File: config.mk
export PLATFORM = sky130hd
export DESIGN_NAME = dequantizing_dot_product_unit_flat
export DESIGN_NICKNAME = d
export VERILOG_FILES = /design/src/ddp_pkg.sv /design/src/ddp_in_if.sv /design/src/ddp_out_if.sv /design/src/ddp_front.sv /design/src/ddp_queue.sv /design/src/ddp_back.sv /design/src/dequantizing_dot_product_unit.sv /design/src/flat_wrapper.sv
export VERILOG_INCLUDE_DIRS = /design/src /design/src/src
export SDC_FILE = /design/constraint.sdc
export NUM_CORES = 2
export LEC_CHECK = 0
export ABC_AREA = 1
export BUFFER_PORTS_ARGS = -buffer_cell sky130_fd_sc_hd__buf_2
export CORE_MARGIN = 10
export CORE_UTILIZATION = 45
export CTS_CLUSTER_DIAMETER = 150
export DETAILED_ROUTE_END_ITERATION = 10
export SYNTH_ARGS = -nofsm -noshare
export SYNTH_HDL_FRONTEND = slang
export SYNTH_SLANG_ARGS = --single-unit
File: constraint.sdc
create_clock -name clk -period 8.53 [get_ports clk]
set_clock_uncertainty 0.2 [all_clocks]
set_input_delay 1.2795 -clock clk [delete_from_list [all_inputs] [get_ports clk]]
set_output_delay 1.2795 -clock clk [all_outputs]
set_load 0.01 [all_outputs]
File: src/assert_macros.svh
// assertion macros shared by the dequantizing dot product rtl
// no dependencies; the assertion bodies drop out when SYNTH is defined
`ifndef ASSERT_MACROS_SVH
`define ASSERT_MACROS_SVH
`ifndef SYNTH
`define ASSERT_AT(lbl, clk, rst_n, prop, msg) \
	lbl: assert property (@(posedge clk) disable iff (!rst_n) (prop)) else $error(msg);
`define ASSERT_NEVER(lbl, clk, rst_n, cond, msg) \
	lbl: assert property (@(posedge clk) disable iff (!rst_n) !(cond)) else $error(msg);
`else
`define ASSERT_AT(lbl, clk, rst_n, prop, msg)
`define ASSERT_NEVER(lbl, clk, rst_n, cond, msg)
`endif
`endif

File: src/ddp_pkg.sv
// widths, mode codes and the queued word type of the dequantizing dot product
// no dependencies
package ddp_pkg;

	localparam int ACT_W   = 16;
	localparam int BYTE_W  = 8;
	localparam int NIB_W   = 4;
	localparam int CODE_W  = 8;
	localparam int MIN_W   = 16;
	localparam int SCALE_W = 16;
	localparam int BIAS_W  = 16;
	localparam int CS_W    = CODE_W + SCALE_W;
	localparam int W_W     = CS_W + 2;
	localparam int PROD_W  = ACT_W + W_W;
	localparam int ACC_W   = 48;
	localparam int BIAS_SH = 8;

	localparam int QUEUE_DEPTH_DEF = 4;

	typedef enum logic {
		MODE_NIBBLE = 1'b0,
		MODE_BYTE   = 1'b1
	} code_mode_t;

	typedef struct packed {
		logic signed [ACT_W-1:0]   act;
		logic        [CODE_W-1:0]  code;
		logic signed [MIN_W-1:0]   gmin;
		logic        [SCALE_W-1:0] gscale;
		logic signed [BIAS_W-1:0]  bias;
		logic                      first;
		logic                      last;
	} ddp_item_t;

endpackage

File: src/ddp_in_if.sv
// input word channel: valid/ready handshake with the item payload
// uses ddp_pkg for field widths
interface ddp_in_if;
	logic                               valid;
	logic                               ready;
	logic signed [ddp_pkg::ACT_W-1:0]   activation;
	logic        [ddp_pkg::BYTE_W-1:0]  weight_byte;
	logic                               high_nibble;
	logic signed [ddp_pkg::MIN_W-1:0]   group_min;
	logic        [ddp_pkg::SCALE_W-1:0] group_scale;
	logic signed [ddp_pkg::BIAS_W-1:0]  bias_value;
	logic                               first_item;
	logic                               last_item;

	modport source (output valid, activation, weight_byte, high_nibble, group_min,
		group_scale, bias_value, first_item, last_item, input ready);
	modport sink (input valid, activation, weight_byte, high_nibble, group_min,
		group_scale, bias_value, first_item, last_item, output ready);
endinterface

File: src/ddp_out_if.sv
// result word channel: valid/ready handshake with the dot product result
// uses ddp_pkg for field widths
interface ddp_out_if;
	logic                             valid;
	logic                             ready;
	logic signed [ddp_pkg::ACC_W-1:0] dot_sum;
	logic                             saturated;

	modport source (output valid, dot_sum, saturated, input ready);
	modport sink (input valid, dot_sum, saturated, output ready);
endinterface

File: src/ddp_front.sv
// front end: accepts input words, holds the code width mode, extracts the code
// uses ddp_pkg and ddp_in_if
module ddp_front (
	input  logic                clk,
	input  logic                arst_n,
	input  logic                cfg_wr_en,
	input  logic                cfg_wr_data,
	ddp_in_if.sink              ingress,
	input  logic                full,
	output logic                push,
	output ddp_pkg::ddp_item_t  push_item
);

	ddp_pkg::code_mode_t        mode_q;
	logic [ddp_pkg::CODE_W-1:0] code;
	logic [ddp_pkg::NIB_W-1:0]  nib;

	always_ff @(posedge clk or negedge arst_n) begin
		if (!arst_n) begin
			mode_q <= ddp_pkg::MODE_NIBBLE;
		end else if (cfg_wr_en) begin
			mode_q <= ddp_pkg::code_mode_t'(cfg_wr_data);
		end
	end

	assign nib = ingress.high_nibble ? ingress.weight_byte[2*ddp_pkg::NIB_W-1:ddp_pkg::NIB_W]
	                                 : ingress.weight_byte[ddp_pkg::NIB_W-1:0];

	always_comb begin
		case (mode_q)
			ddp_pkg::MODE_BYTE:   code = ingress.weight_byte;
			ddp_pkg::MODE_NIBBLE: code = {{(ddp_pkg::CODE_W-ddp_pkg::NIB_W){1'b0}}, nib};
			default:              code = ingress.weight_byte;
		endcase
	end

	assign ingress.ready = !full;
	assign push          = ingress.valid && !full;

	always_comb begin
		push_item.act    = ingress.activation;
		push_item.code   = code;
		push_item.gmin   = ingress.group_min;
		push_item.gscale = ingress.group_scale;
		push_item.bias   = ingress.bias_value;
		push_item.first  = ingress.first_item;
		push_item.last   = ingress.last_item;
	end

endmodule

File: src/ddp_queue.sv
// short fifo of classified words between front and back end
// uses ddp_pkg and assert_macros.svh
`include "assert_macros.svh"
module ddp_queue #(
	parameter int DEPTH = ddp_pkg::QUEUE_DEPTH_DEF
) (
	input  logic               clk,
	input  logic               arst_n,
	input  logic               push,
	input  ddp_pkg::ddp_item_t push_item,
	input  logic               pop,
	output ddp_pkg::ddp_item_t head_item,
	output logic               full,
	output logic               empty
);

	localparam int PTR_W = (DEPTH > 1) ? $clog2(DEPTH) : 1;
	localparam int CNT_W = $clog2(DEPTH + 1);

	ddp_pkg::ddp_item_t slots_q [DEPTH];
	logic [PTR_W-1:0]   wr_ptr_q;
	logic [PTR_W-1:0]   rd_ptr_q;
	logic [CNT_W-1:0]   count_q;

	function automatic logic [PTR_W-1:0] ptr_next(input logic [PTR_W-1:0] p);
		ptr_next = (p == PTR_W'(DEPTH - 1)) ? '0 : p + PTR_W'(1);
	endfunction

	assign full      = (count_q == CNT_W'(DEPTH));
	assign empty     = (count_q == '0);
	assign head_item = slots_q[rd_ptr_q];

	always_ff @(posedge clk) begin
		if (push) begin
			slots_q[wr_ptr_q] <= push_item;
		end
	end

	always_ff @(posedge clk or negedge arst_n) begin
		if (!arst_n) begin
			wr_ptr_q <= '0;
			rd_ptr_q <= '0;
			count_q  <= '0;
		end else begin
			if (push) begin
				wr_ptr_q <= ptr_next(wr_ptr_q);
			end
			if (pop) begin
				rd_ptr_q <= ptr_next(rd_ptr_q);
			end
			case ({push, pop})
				2'b10:   count_q <= count_q + CNT_W'(1);
				2'b01:   count_q <= count_q - CNT_W'(1);
				default: count_q <= count_q;
			endcase
		end
	end

	`ASSERT_NEVER(a_no_pop_empty, clk, arst_n, pop && empty, "queue popped while empty")
	`ASSERT_NEVER(a_no_push_full, clk, arst_n, push && full, "queue pushed while full")

endmodule

File: src/ddp_back.sv
// back end: dequantize, multiply, saturating accumulate, result register
// uses ddp_pkg, ddp_out_if and assert_macros.svh
`include "assert_macros.svh"
module ddp_back (
	input  logic               clk,
	input  logic               arst_n,
	input  ddp_pkg::ddp_item_t head_item,
	input  logic               empty,
	output logic               pop,
	ddp_out_if.source          egress
);

	localparam int ACC_W  = ddp_pkg::ACC_W;
	localparam int PROD_W = ddp_pkg::PROD_W;
	localparam int W_W    = ddp_pkg::W_W;
	localparam int CS_W   = ddp_pkg::CS_W;
	localparam int BIAS_W = ddp_pkg::BIAS_W;

	logic adv;

	// stage 1: queued word
	logic               valid_s1;
	ddp_pkg::ddp_item_t item_s1;

	// stage 2: dequantized weight
	logic                               valid_s2;
	logic signed [W_W-1:0]              w_s2;
	logic signed [ddp_pkg::ACT_W-1:0]   act_s2;
	logic signed [BIAS_W-1:0]           bias_s2;
	logic                               first_s2;
	logic                               last_s2;

	// stage 3: product
	logic                     valid_s3;
	logic signed [PROD_W-1:0] prod_s3;
	logic signed [BIAS_W-1:0] bias_s3;
	logic                     first_s3;
	logic                     last_s3;

	logic signed [ACC_W-1:0] acc_q;
	logic                    clip_q;
	logic                    out_valid_q;
	logic signed [ACC_W-1:0] out_sum_q;
	logic                    out_sat_q;

	logic [CS_W-1:0]          cs;
	logic signed [W_W-1:0]    w_d;
	logic signed [PROD_W-1:0] prod_d;
	logic [ACC_W-1:0]         base;
	logic [ACC_W:0]           sum_wide;
	logic                     ovf_hi;
	logic                     ovf_lo;
	logic signed [ACC_W-1:0]  sum_sat;
	logic                     clip_d;

	assign adv = !out_valid_q || egress.ready;
	assign pop = adv && !empty;

	assign cs  = {{(CS_W-ddp_pkg::CODE_W){1'b0}}, item_s1.code}
	           * {{(CS_W-ddp_pkg::SCALE_W){1'b0}}, item_s1.gscale};
	assign w_d = {{(W_W-ddp_pkg::MIN_W){item_s1.gmin[ddp_pkg::MIN_W-1]}}, item_s1.gmin}
	           + {{(W_W-CS_W){1'b0}}, cs};

	assign prod_d = act_s2 * w_s2;

	assign base     = first_s3
	                ? {{(ACC_W-BIAS_W-ddp_pkg::BIAS_SH){bias_s3[BIAS_W-1]}}, bias_s3,
	                   {ddp_pkg::BIAS_SH{1'b0}}}
	                : acc_q;
	assign sum_wide = {base[ACC_W-1], base} + {{(ACC_W+1-PROD_W){prod_s3[PROD_W-1]}}, prod_s3};
	assign ovf_hi   = (sum_wide[ACC_W:ACC_W-1] == 2'b01);
	assign ovf_lo   = (sum_wide[ACC_W:ACC_W-1] == 2'b10);

	always_comb begin
		if (ovf_hi) begin
			sum_sat = {1'b0, {(ACC_W-1){1'b1}}};
		end else if (ovf_lo) begin
			sum_sat = {1'b1, {(ACC_W-1){1'b0}}};
		end else begin
			sum_sat = sum_wide[ACC_W-1:0];
		end
	end

	assign clip_d = (!first_s3 && clip_q) || ovf_hi || ovf_lo;

	always_ff @(posedge clk or negedge arst_n) begin
		if (!arst_n) begin
			valid_s1    <= 1'b0;
			valid_s2    <= 1'b0;
			valid_s3    <= 1'b0;
			acc_q       <= '0;
			clip_q      <= 1'b0;
			out_valid_q <= 1'b0;
		end else if (adv) begin
			valid_s1    <= !empty;
			valid_s2    <= valid_s1;
			valid_s3    <= valid_s2;
			out_valid_q <= valid_s3 && last_s3;
			if (valid_s3) begin
				acc_q  <= sum_sat;
				clip_q <= clip_d;
			end
		end
	end

	always_ff @(posedge clk) begin
		if (adv) begin
			item_s1  <= head_item;
			w_s2     <= w_d;
			act_s2   <= item_s1.act;
			bias_s2  <= item_s1.bias;
			first_s2 <= item_s1.first;
			last_s2  <= item_s1.last;
			prod_s3  <= prod_d;
			bias_s3  <= bias_s2;
			first_s3 <= first_s2;
			last_s3  <= last_s2;
			out_sum_q <= sum_sat;
			out_sat_q <= clip_d;
		end
	end

	assign egress.valid     = out_valid_q;
	assign egress.dot_sum   = out_sum_q;
	assign egress.saturated = out_sat_q;

	`ASSERT_AT(a_out_is_acc, clk, arst_n, out_valid_q |-> (out_sum_q == acc_q), "result word differs from accumulator")
	`ASSERT_AT(a_out_flag_is_clip, clk, arst_n, out_valid_q |-> (out_sat_q == clip_q), "result flag differs from clip state")
	`ASSERT_AT(a_clip_sticky, clk, arst_n, (adv && valid_s3 && !first_s3 && clip_q) |=> clip_q, "clip flag dropped inside a dot product")

endmodule

File: src/dequantizing_dot_product_unit.sv
// top level of the group quantized int4/int8 dequantizing dot product unit
// uses ddp_pkg, ddp_in_if, ddp_out_if, ddp_front, ddp_queue, ddp_back
//
// channel   dir  word
// ingress   in   activation, weight_byte, high_nibble, group_min, group_scale,
//                bias_value, first_item, last_item
// egress    out  dot_sum, saturated (one word per last_item)
// cfg       in   cfg_wr_en / cfg_wr_data -> code_width_mode
//
// sustained rate one word per cycle unless egress holds a result word; the
// accumulate loop is a single 48-bit add and saturate
// from ingress accept to egress valid: queue, queued word register, weight
// multiply, activation multiply, accumulate into the result register
// reset clears the mode, queue pointers, accumulator, clip flag and valids
// a result word held on egress freezes the back end; the queue absorbs
// QUEUE_DEPTH words before ingress ready drops
module dequantizing_dot_product_unit #(
	parameter int QUEUE_DEPTH = ddp_pkg::QUEUE_DEPTH_DEF
) (
	input  logic      clk,
	input  logic      arst_n,
	input  logic      cfg_wr_en,
	input  logic      cfg_wr_data,
	ddp_in_if.sink    ingress,
	ddp_out_if.source egress
);

	logic               push;
	logic               pop;
	logic               full;
	logic               empty;
	ddp_pkg::ddp_item_t push_item;
	ddp_pkg::ddp_item_t head_item;

	ddp_front u_front (
		.clk         (clk),
		.arst_n      (arst_n),
		.cfg_wr_en   (cfg_wr_en),
		.cfg_wr_data (cfg_wr_data),
		.ingress     (ingress),
		.full        (full),
		.push        (push),
		.push_item   (push_item)
	);

	ddp_queue #(
		.DEPTH (QUEUE_DEPTH)
	) u_queue (
		.clk       (clk),
		.arst_n    (arst_n),
		.push      (push),
		.push_item (push_item),
		.pop       (pop),
		.head_item (head_item),
		.full      (full),
		.empty     (empty)
	);

	ddp_back u_back (
		.clk       (clk),
		.arst_n    (arst_n),
		.head_item (head_item),
		.empty     (empty),
		.pop       (pop),
		.egress    (egress)
	);

endmodule
File: src/flat_wrapper.sv
// flat-port wrapper written by rule: the top's interface ports become plain ports
module dequantizing_dot_product_unit_flat 
#(
	parameter int QUEUE_DEPTH = ddp_pkg::QUEUE_DEPTH_DEF
)
  (clk, arst_n, cfg_wr_en, cfg_wr_data, ingress_valid, ingress_activation, ingress_weight_byte, ingress_high_nibble, ingress_group_min, ingress_group_scale, ingress_bias_value, ingress_first_item, ingress_last_item, ingress_ready, egress_valid, egress_dot_sum, egress_saturated, egress_ready);
  ddp_in_if ingress_i ();
  ddp_out_if egress_i ();
  input  logic clk;
  input  logic arst_n;
  input  logic cfg_wr_en;
  input  logic cfg_wr_data;
  input wire logic [$bits(ingress_i.valid)-1:0] ingress_valid;
  input wire logic [$bits(ingress_i.activation)-1:0] ingress_activation;
  input wire logic [$bits(ingress_i.weight_byte)-1:0] ingress_weight_byte;
  input wire logic [$bits(ingress_i.high_nibble)-1:0] ingress_high_nibble;
  input wire logic [$bits(ingress_i.group_min)-1:0] ingress_group_min;
  input wire logic [$bits(ingress_i.group_scale)-1:0] ingress_group_scale;
  input wire logic [$bits(ingress_i.bias_value)-1:0] ingress_bias_value;
  input wire logic [$bits(ingress_i.first_item)-1:0] ingress_first_item;
  input wire logic [$bits(ingress_i.last_item)-1:0] ingress_last_item;
  output wire logic [$bits(ingress_i.ready)-1:0] ingress_ready;
  output wire logic [$bits(egress_i.valid)-1:0] egress_valid;
  output wire logic [$bits(egress_i.dot_sum)-1:0] egress_dot_sum;
  output wire logic [$bits(egress_i.saturated)-1:0] egress_saturated;
  input wire logic [$bits(egress_i.ready)-1:0] egress_ready;
  assign ingress_i.valid = ingress_valid;
  assign ingress_i.activation = ingress_activation;
  assign ingress_i.weight_byte = ingress_weight_byte;
  assign ingress_i.high_nibble = ingress_high_nibble;
  assign ingress_i.group_min = ingress_group_min;
  assign ingress_i.group_scale = ingress_group_scale;
  assign ingress_i.bias_value = ingress_bias_value;
  assign ingress_i.first_item = ingress_first_item;
  assign ingress_i.last_item = ingress_last_item;
  assign ingress_ready = ingress_i.ready;
  assign egress_valid = egress_i.valid;
  assign egress_dot_sum = egress_i.dot_sum;
  assign egress_saturated = egress_i.saturated;
  assign egress_i.ready = egress_ready;
  dequantizing_dot_product_unit #(.QUEUE_DEPTH(QUEUE_DEPTH)) u_core (.clk(clk), .arst_n(arst_n), .cfg_wr_en(cfg_wr_en), .cfg_wr_data(cfg_wr_data), .ingress(ingress_i), .egress(egress_i));
endmodule
# After elaboration in Yosys (flattened, before gate mapping)
# Memories as Yosys holds them, arrays and structs flattened. A register that Yosys moved wholly into a read port is not among the register bits.
# Index checks and enable logic that the tools add are counted.
dict set report op_classes {
  n_addsub 6
  n_mul 2
  eq_ne 7
  muxes 10
  bitwise_logic 1
  n_reduce_logical 14
}
# op n
set op_table {}
lappend op_table {{$mux 48} 3}
lappend op_table {{$add 48x42->49} 1}
lappend op_table {{$mul 16x26->42} 1}
lappend op_table {{$add 16x25->26} 1}
lappend op_table {{$mul 8x16->24} 1}
lappend op_table {{$pmux 8 s2} 1}
lappend op_table {{$eq 2x2->1 const B} 4}
lappend op_table {{$pmux 3 s2} 1}
lappend op_table {{$add 2x1->2 const B} 2}
lappend op_table {{$eq 2x1->1 const B} 2}
lappend op_table {{$logic_and 1x1->1} 4}
lappend op_table {{$logic_not 1->1} 4}
lappend op_table {{$mux 2} 2}
lappend op_table {{$mux 4} 1}
lappend op_table {{$add 3x1->3 const B} 1}
lappend op_table {{$eq 3x3->1 const B} 1}
lappend op_table {{$logic_not 3->1} 1}
lappend op_table {{$logic_or 1x1->1} 3}
lappend op_table {{$sub 3x1->3 const B} 1}
lappend op_table {{$mux 1} 2}
lappend op_table {{$reduce_and 2->1} 1}
lappend op_table {{$reduce_bool 2->1} 1}
lappend op_table {{$not 1->1} 1}
dict set report word_totals {
  reg_bits 230
  ramBits 296
  inputBits 81
  output_inout_bits 51
  wordCells 62
  mem_count 1
}
# name words width read_ports rd_clocked_by_memory_dff write_ports line_no
set mem_list {}
lappend mem_list {u_core.u_queue.slots_q 4 74 1 1 1 ddp_queue.sv:20} ;# ddp_pkg::ddp_item_t slots_q [DEPTH];

# Logic depth before layout (Yosys ltp)
dict set report depth {
  word_depth 5
  mapped_depth 32
  depth_no_buf 30
}

# Cells and area by module
# A second synthesis with hierarchy kept.
dict set report unflattened {
  hier_cells 5333
  hier_area_um2 48235.0
}
# module n_inst cells_each area_each_um2 seq_area_each_um2
set modules_own_cells {}
lappend modules_own_cells {ddp_back 1 4322 35272.6 8623.3}
lappend modules_own_cells {ddp_queue 1 917 12326.8 9063.7}
lappend modules_own_cells {ddp_front 1 94 635.6 25.0}

# Least setup slack after synthesis
# Ideal clock, no wire load.
dict set report synth_timing {
  path_type {input -> register}
  startpoint {in egress_ready}
  endpoint {reg u_core.u_back.valid_s3}
  setup_time_ps 379
  t_arrival_ps 6340
  required_time_ps 7951
  path_slack_ps 1611
  path_stages 3
  path_buffers 0
  path_cell_list {nor2_1 inv_1 o21ai_0}
}
dict set report synth_between {
  elab_chain_len 1
}
# element line_no
set synth_lines {}
lappend synth_lines {{from (decl)} flat_wrapper.sv:26} ;# input wire logic [$bits(egress_i.ready)-1:0] egress_ready;
lappend synth_lines {{$logic_or 1x1->1} ddp_back.sv:56} ;# assign adv = !out_valid_q || egress.ready;
lappend synth_lines {{net u_core.u_back.adv} ddp_back.sv:19} ;# logic adv;
lappend synth_lines {{to (signal assigned)} ddp_back.sv:97} ;# valid_s3 <= valid_s2;
lappend synth_lines {{to (decl)} ddp_back.sv:34} ;# logic valid_s3;
# The timed path passes the listed nets, and every way through them passes these cells.
# A chain may end at the register's enable or synchronous reset.

# Worst setup path in the final report
dict set report layout_timing {
  startpoint {reg u_core.u_back.act_s2[7] (netlist bit)}
  endpoint {reg u_core.u_back.prod_s3[23], data pin}
}
dict set report layout_between {
  elab_chain_len 1
}
# element line_no
set layout_lines {}
lappend layout_lines {{from (decl)} ddp_back.sv:28} ;# logic signed [ddp_pkg::ACT_W-1:0] act_s2;
lappend layout_lines {{from (signal assigned)} ddp_back.sv:110} ;# act_s2 <= item_s1.act;
lappend layout_lines {{$mul 16x26->42} ddp_back.sv:64} ;# assign prod_d = act_s2 * w_s2;
lappend layout_lines {{net u_core.u_back.prod_d[23]} ddp_back.sv:48} ;# logic signed [PROD_W-1:0] prod_d;
lappend layout_lines {{to (signal assigned)} ddp_back.sv:114} ;# prod_s3 <= prod_d;
lappend layout_lines {{to (decl)} ddp_back.sv:35} ;# logic signed [PROD_W-1:0] prod_s3;
# The timed path passes the listed nets, and every way through them passes these cells.

==> results.yml <==
run:
  maxCapViolCount: 0
routing:
  via_count: 32700
  wirelength_mm: 117
  wl_per_cell_microns: 17.9
  first_iter_violations: 2310
  route.detailed.drc: 0
  drt-pass1-iter-count: 5
  ant_nets: 0
  viasPerCell: 5.00
hold_path:
  hold_path_end: "u_core.u_back.bias_s2[5]"
  min_path_type: "flop to flop"
  hp-start: "u_core.u_back.item_s1[7]"
  whs_path_depth: 0
floorplanning:
  coreArea_sq_um: 102000
  dieHeight_microns: 342
  die_area_sq_um: 117000
  io-pin-count: 132
  die_x_microns: 342
  rows: 117
  start_util: 0.455
layout:
  layout-drive-gt1-share: 0.0709
  area_growth_pct: 8.54
  fin_nets: 5910
  final_common_cell: "nand2_1"
  final_cell_mix: "1,293 x nand2_1, 1,083 x inv_1, 539 x edfxtp_1"
critical_path:
  r2r-start: "u_core.u_back.act_s2[7]"
  setup.worst_path.end_class: "flop"
  critical_path_arrival_ns: 7.40
  reg2reg_to: "u_core.u_back.prod_s3[23]"
  r2r_cells: 21
  critPathMostFrequentCell: "fa_1"
  critical_path_class: "flop to flop"
  slowest_delay_ns: 1.11
  start_kind: "flop"
  regToRegSetupSlack_ns: 1.35
  cp_cell_sequence: "nand2_1 -> fa_1 -> inv_1 -> fa_1 -> inv_1 -> fa_1 -> inv_1 -> fa_1 -> inv_1 -> fa_1 -> inv_1 -> fa_1 -> ha_1 -> nand2_1 -> nor4_1 -> nand2_1 -> nand3_1 -> nand2_1 -> nand2_1 -> a21oi_1 -> xnor2_1"
  critPathRequiredTime_ns: 8.74
  cp_slowest_cell: "edfxtp_1"
  path_max_fanout: 26
synthesis:
  synthCells: 5088
  syn-num-nets: 5886
  netlist_top_cells_area: "edfxtp_1 35%, fa_1 21%, nand2_1 10%"
  synth_area_sq_um: 46600
  synth_top_area_cell: "edfxtp_1"
  synth-seq-cells: 600
  synth_warnings: 0
  yosysTopAreaCellShare: 0.347
  yosysSeqAreaShare: 0.380
  avgSynthCellArea_sq_um: 9.16
  ys_types: 47
grt:
  grt_first_pass_wirelength_mm: 188
  globalRouteMet1Util: 0.268
  use_met2: 0.349
  grt.total_usage: 0.203
  overflow: 0
  met3_usage: 0.0243
  grt.busiest_layer: "met2"
  grt_max_degree: 119
  grt_pass1_vias: 33900
  antenna_found_initial: 5
clocking:
  numCtsBuffers: 66
  holdBufCountCts: 0
  cts_max_level: 3
  cts_tree: "built"
  clk_path_buf_depth: 3
  clock_latency_ns: 0.66
  clockRootBuffer: "clkbuf_16"
  cts_setup_buffers: 0
  ctsResizeCount: 0
  clkTransAtPathRegs_ns: 0.06
  clkSinkCount: 600
timing:
  max_freq_mhz: 139
  tns_ns: 0
  worst_pin_slew_ns: 1.23
  slew_violations: 0
  setup-violations-final: 0
  hold_viol: 0
  period_share: 0.842
  relSlewSlack: 0.178
  finalCriticalPeriod_ns: 7.18
  grt_setup_unrepaired: "no"
placement:
  place_congestion: 0.951
  port_buffers: 131
  dp_hpwl_mm: 88.0
run_status:
  outcome: "completed"
worst max-delay path, delay by kind of cell, from the launching register on:
family	cells	cell delay, ns
fa+ha+maj	7	3.36
simple gates	7	1.56
flops	1	1.11
xor+xnor	1	0.32
buf+inv	5	0.26
compound gates	1	0.13
state kept, by name, summed over array words and instances, names as in the netlist, 2 cells and up:
register / flops
u_core.u_queue.slots_q: 296
u_core.u_back.item_s1: 74
u_core.u_back.acc_q: 48
u_core.u_back.egress.dot_sum: 48
u_core.u_back.prod_s3: 42
u_core.u_back.w_s2: 26
u_core.u_back.act_s2: 16
u_core.u_back.bias_s2: 16
u_core.u_back.bias_s3: 16
u_core.u_queue.count_q: 3
u_core.u_queue.rd_ptr_q: 2
u_core.u_queue.wr_ptr_q: 2
area by class of cell:
class	count	area, sq um
fillers	9561	51700
multi-input cells	3194	24000
flip-flops and latches	600	17700
inverters	1093	4110
clock buffers	90	1810
well taps	1368	1710
repair buffers	157	853
clock inverters	31	369
diodes	2	5.00
metal layers:
| metal | part of all wire | up-vias |
|---|---|---|
| li1 | - | 15700 |
| met1 | 0.44 | 16100 |
| met2 | 0.49 | 715 |
| met3 | 0.043 | 175 |
| met4 | 0.023 | 4 |
| met5 | 0.00018 | - |
cells by family (layout without fill, tap and decap cells):
logic type      count (synthesis)  in the layout  share of synthesized area
mux                             4              4                   0.000966
fa+ha+maj                     717            717                      0.271
buf+inv                      1294           1371                      0.106
simple gates                 1843           1843                      0.160
compound gates                515            515                     0.0605
xor+xnor                      115            115                     0.0216
other cells                     0              2                          0
flops                         600            600                      0.380
worst max-delay path by stage:
stage	from	end	slack (ns)	cells past startpoint
after floorplan	egress_ready	u_core.u_back.valid_s3	1.61	3
after global placement	u_core.u_back.act_s2[7]	u_core.u_back.prod_s3[23]	1.36	21
after detailed placement	u_core.u_back.act_s2[7]	u_core.u_back.prod_s3[23]	1.25	21
after CTS	u_core.u_back.act_s2[7]	u_core.u_back.prod_s3[23]	1.21	21
after global routing	u_core.u_back.act_s2[1]	u_core.u_back.prod_s3[23]	1.06	21
final	u_core.u_back.act_s2[7]	u_core.u_back.prod_s3[23]	1.35	21
metrics by stage:
stage                     hold WS [ns]   util  setup slack [ns]  area [sq um]  cells
after global placement           0.201  0.473              1.36         48400   6412
after floorplan                  0.200      -              1.61         46600   5088
after global routing             0.220  0.494              1.06         50600   6534
final                            0.211  0.494              1.35         50600   6535
after detailed placement         0.205  0.473              1.25         48400   6412
after CTS                        0.217  0.494              1.21         50600   6533
cell usage after synthesis (all sizes together):
library cell  number
o22ai             74
o2111ai            1
nand4             38
a211o              1
clkbuf           186
ha               228
nor4               5
dfrtp             61
nor3              19
nor2             335
a21o              12
o211ai             4
nand2           1361
xnor2             38
xor2              77
edfxtp           539
a31oi              3
inv             1093
fa               489
buf               15
o21bai            26
nand3b             5
mux2               4
o31ai              1
a221oi             1
o21a               4
a211oi             1
nand3             68
a21boi             3
o21ai            231
and3               2
a21oi            153
or2               10
Power is not shown: default switching activity piles up to over one toggle a cycle in this logic, so the estimate is an artifact.
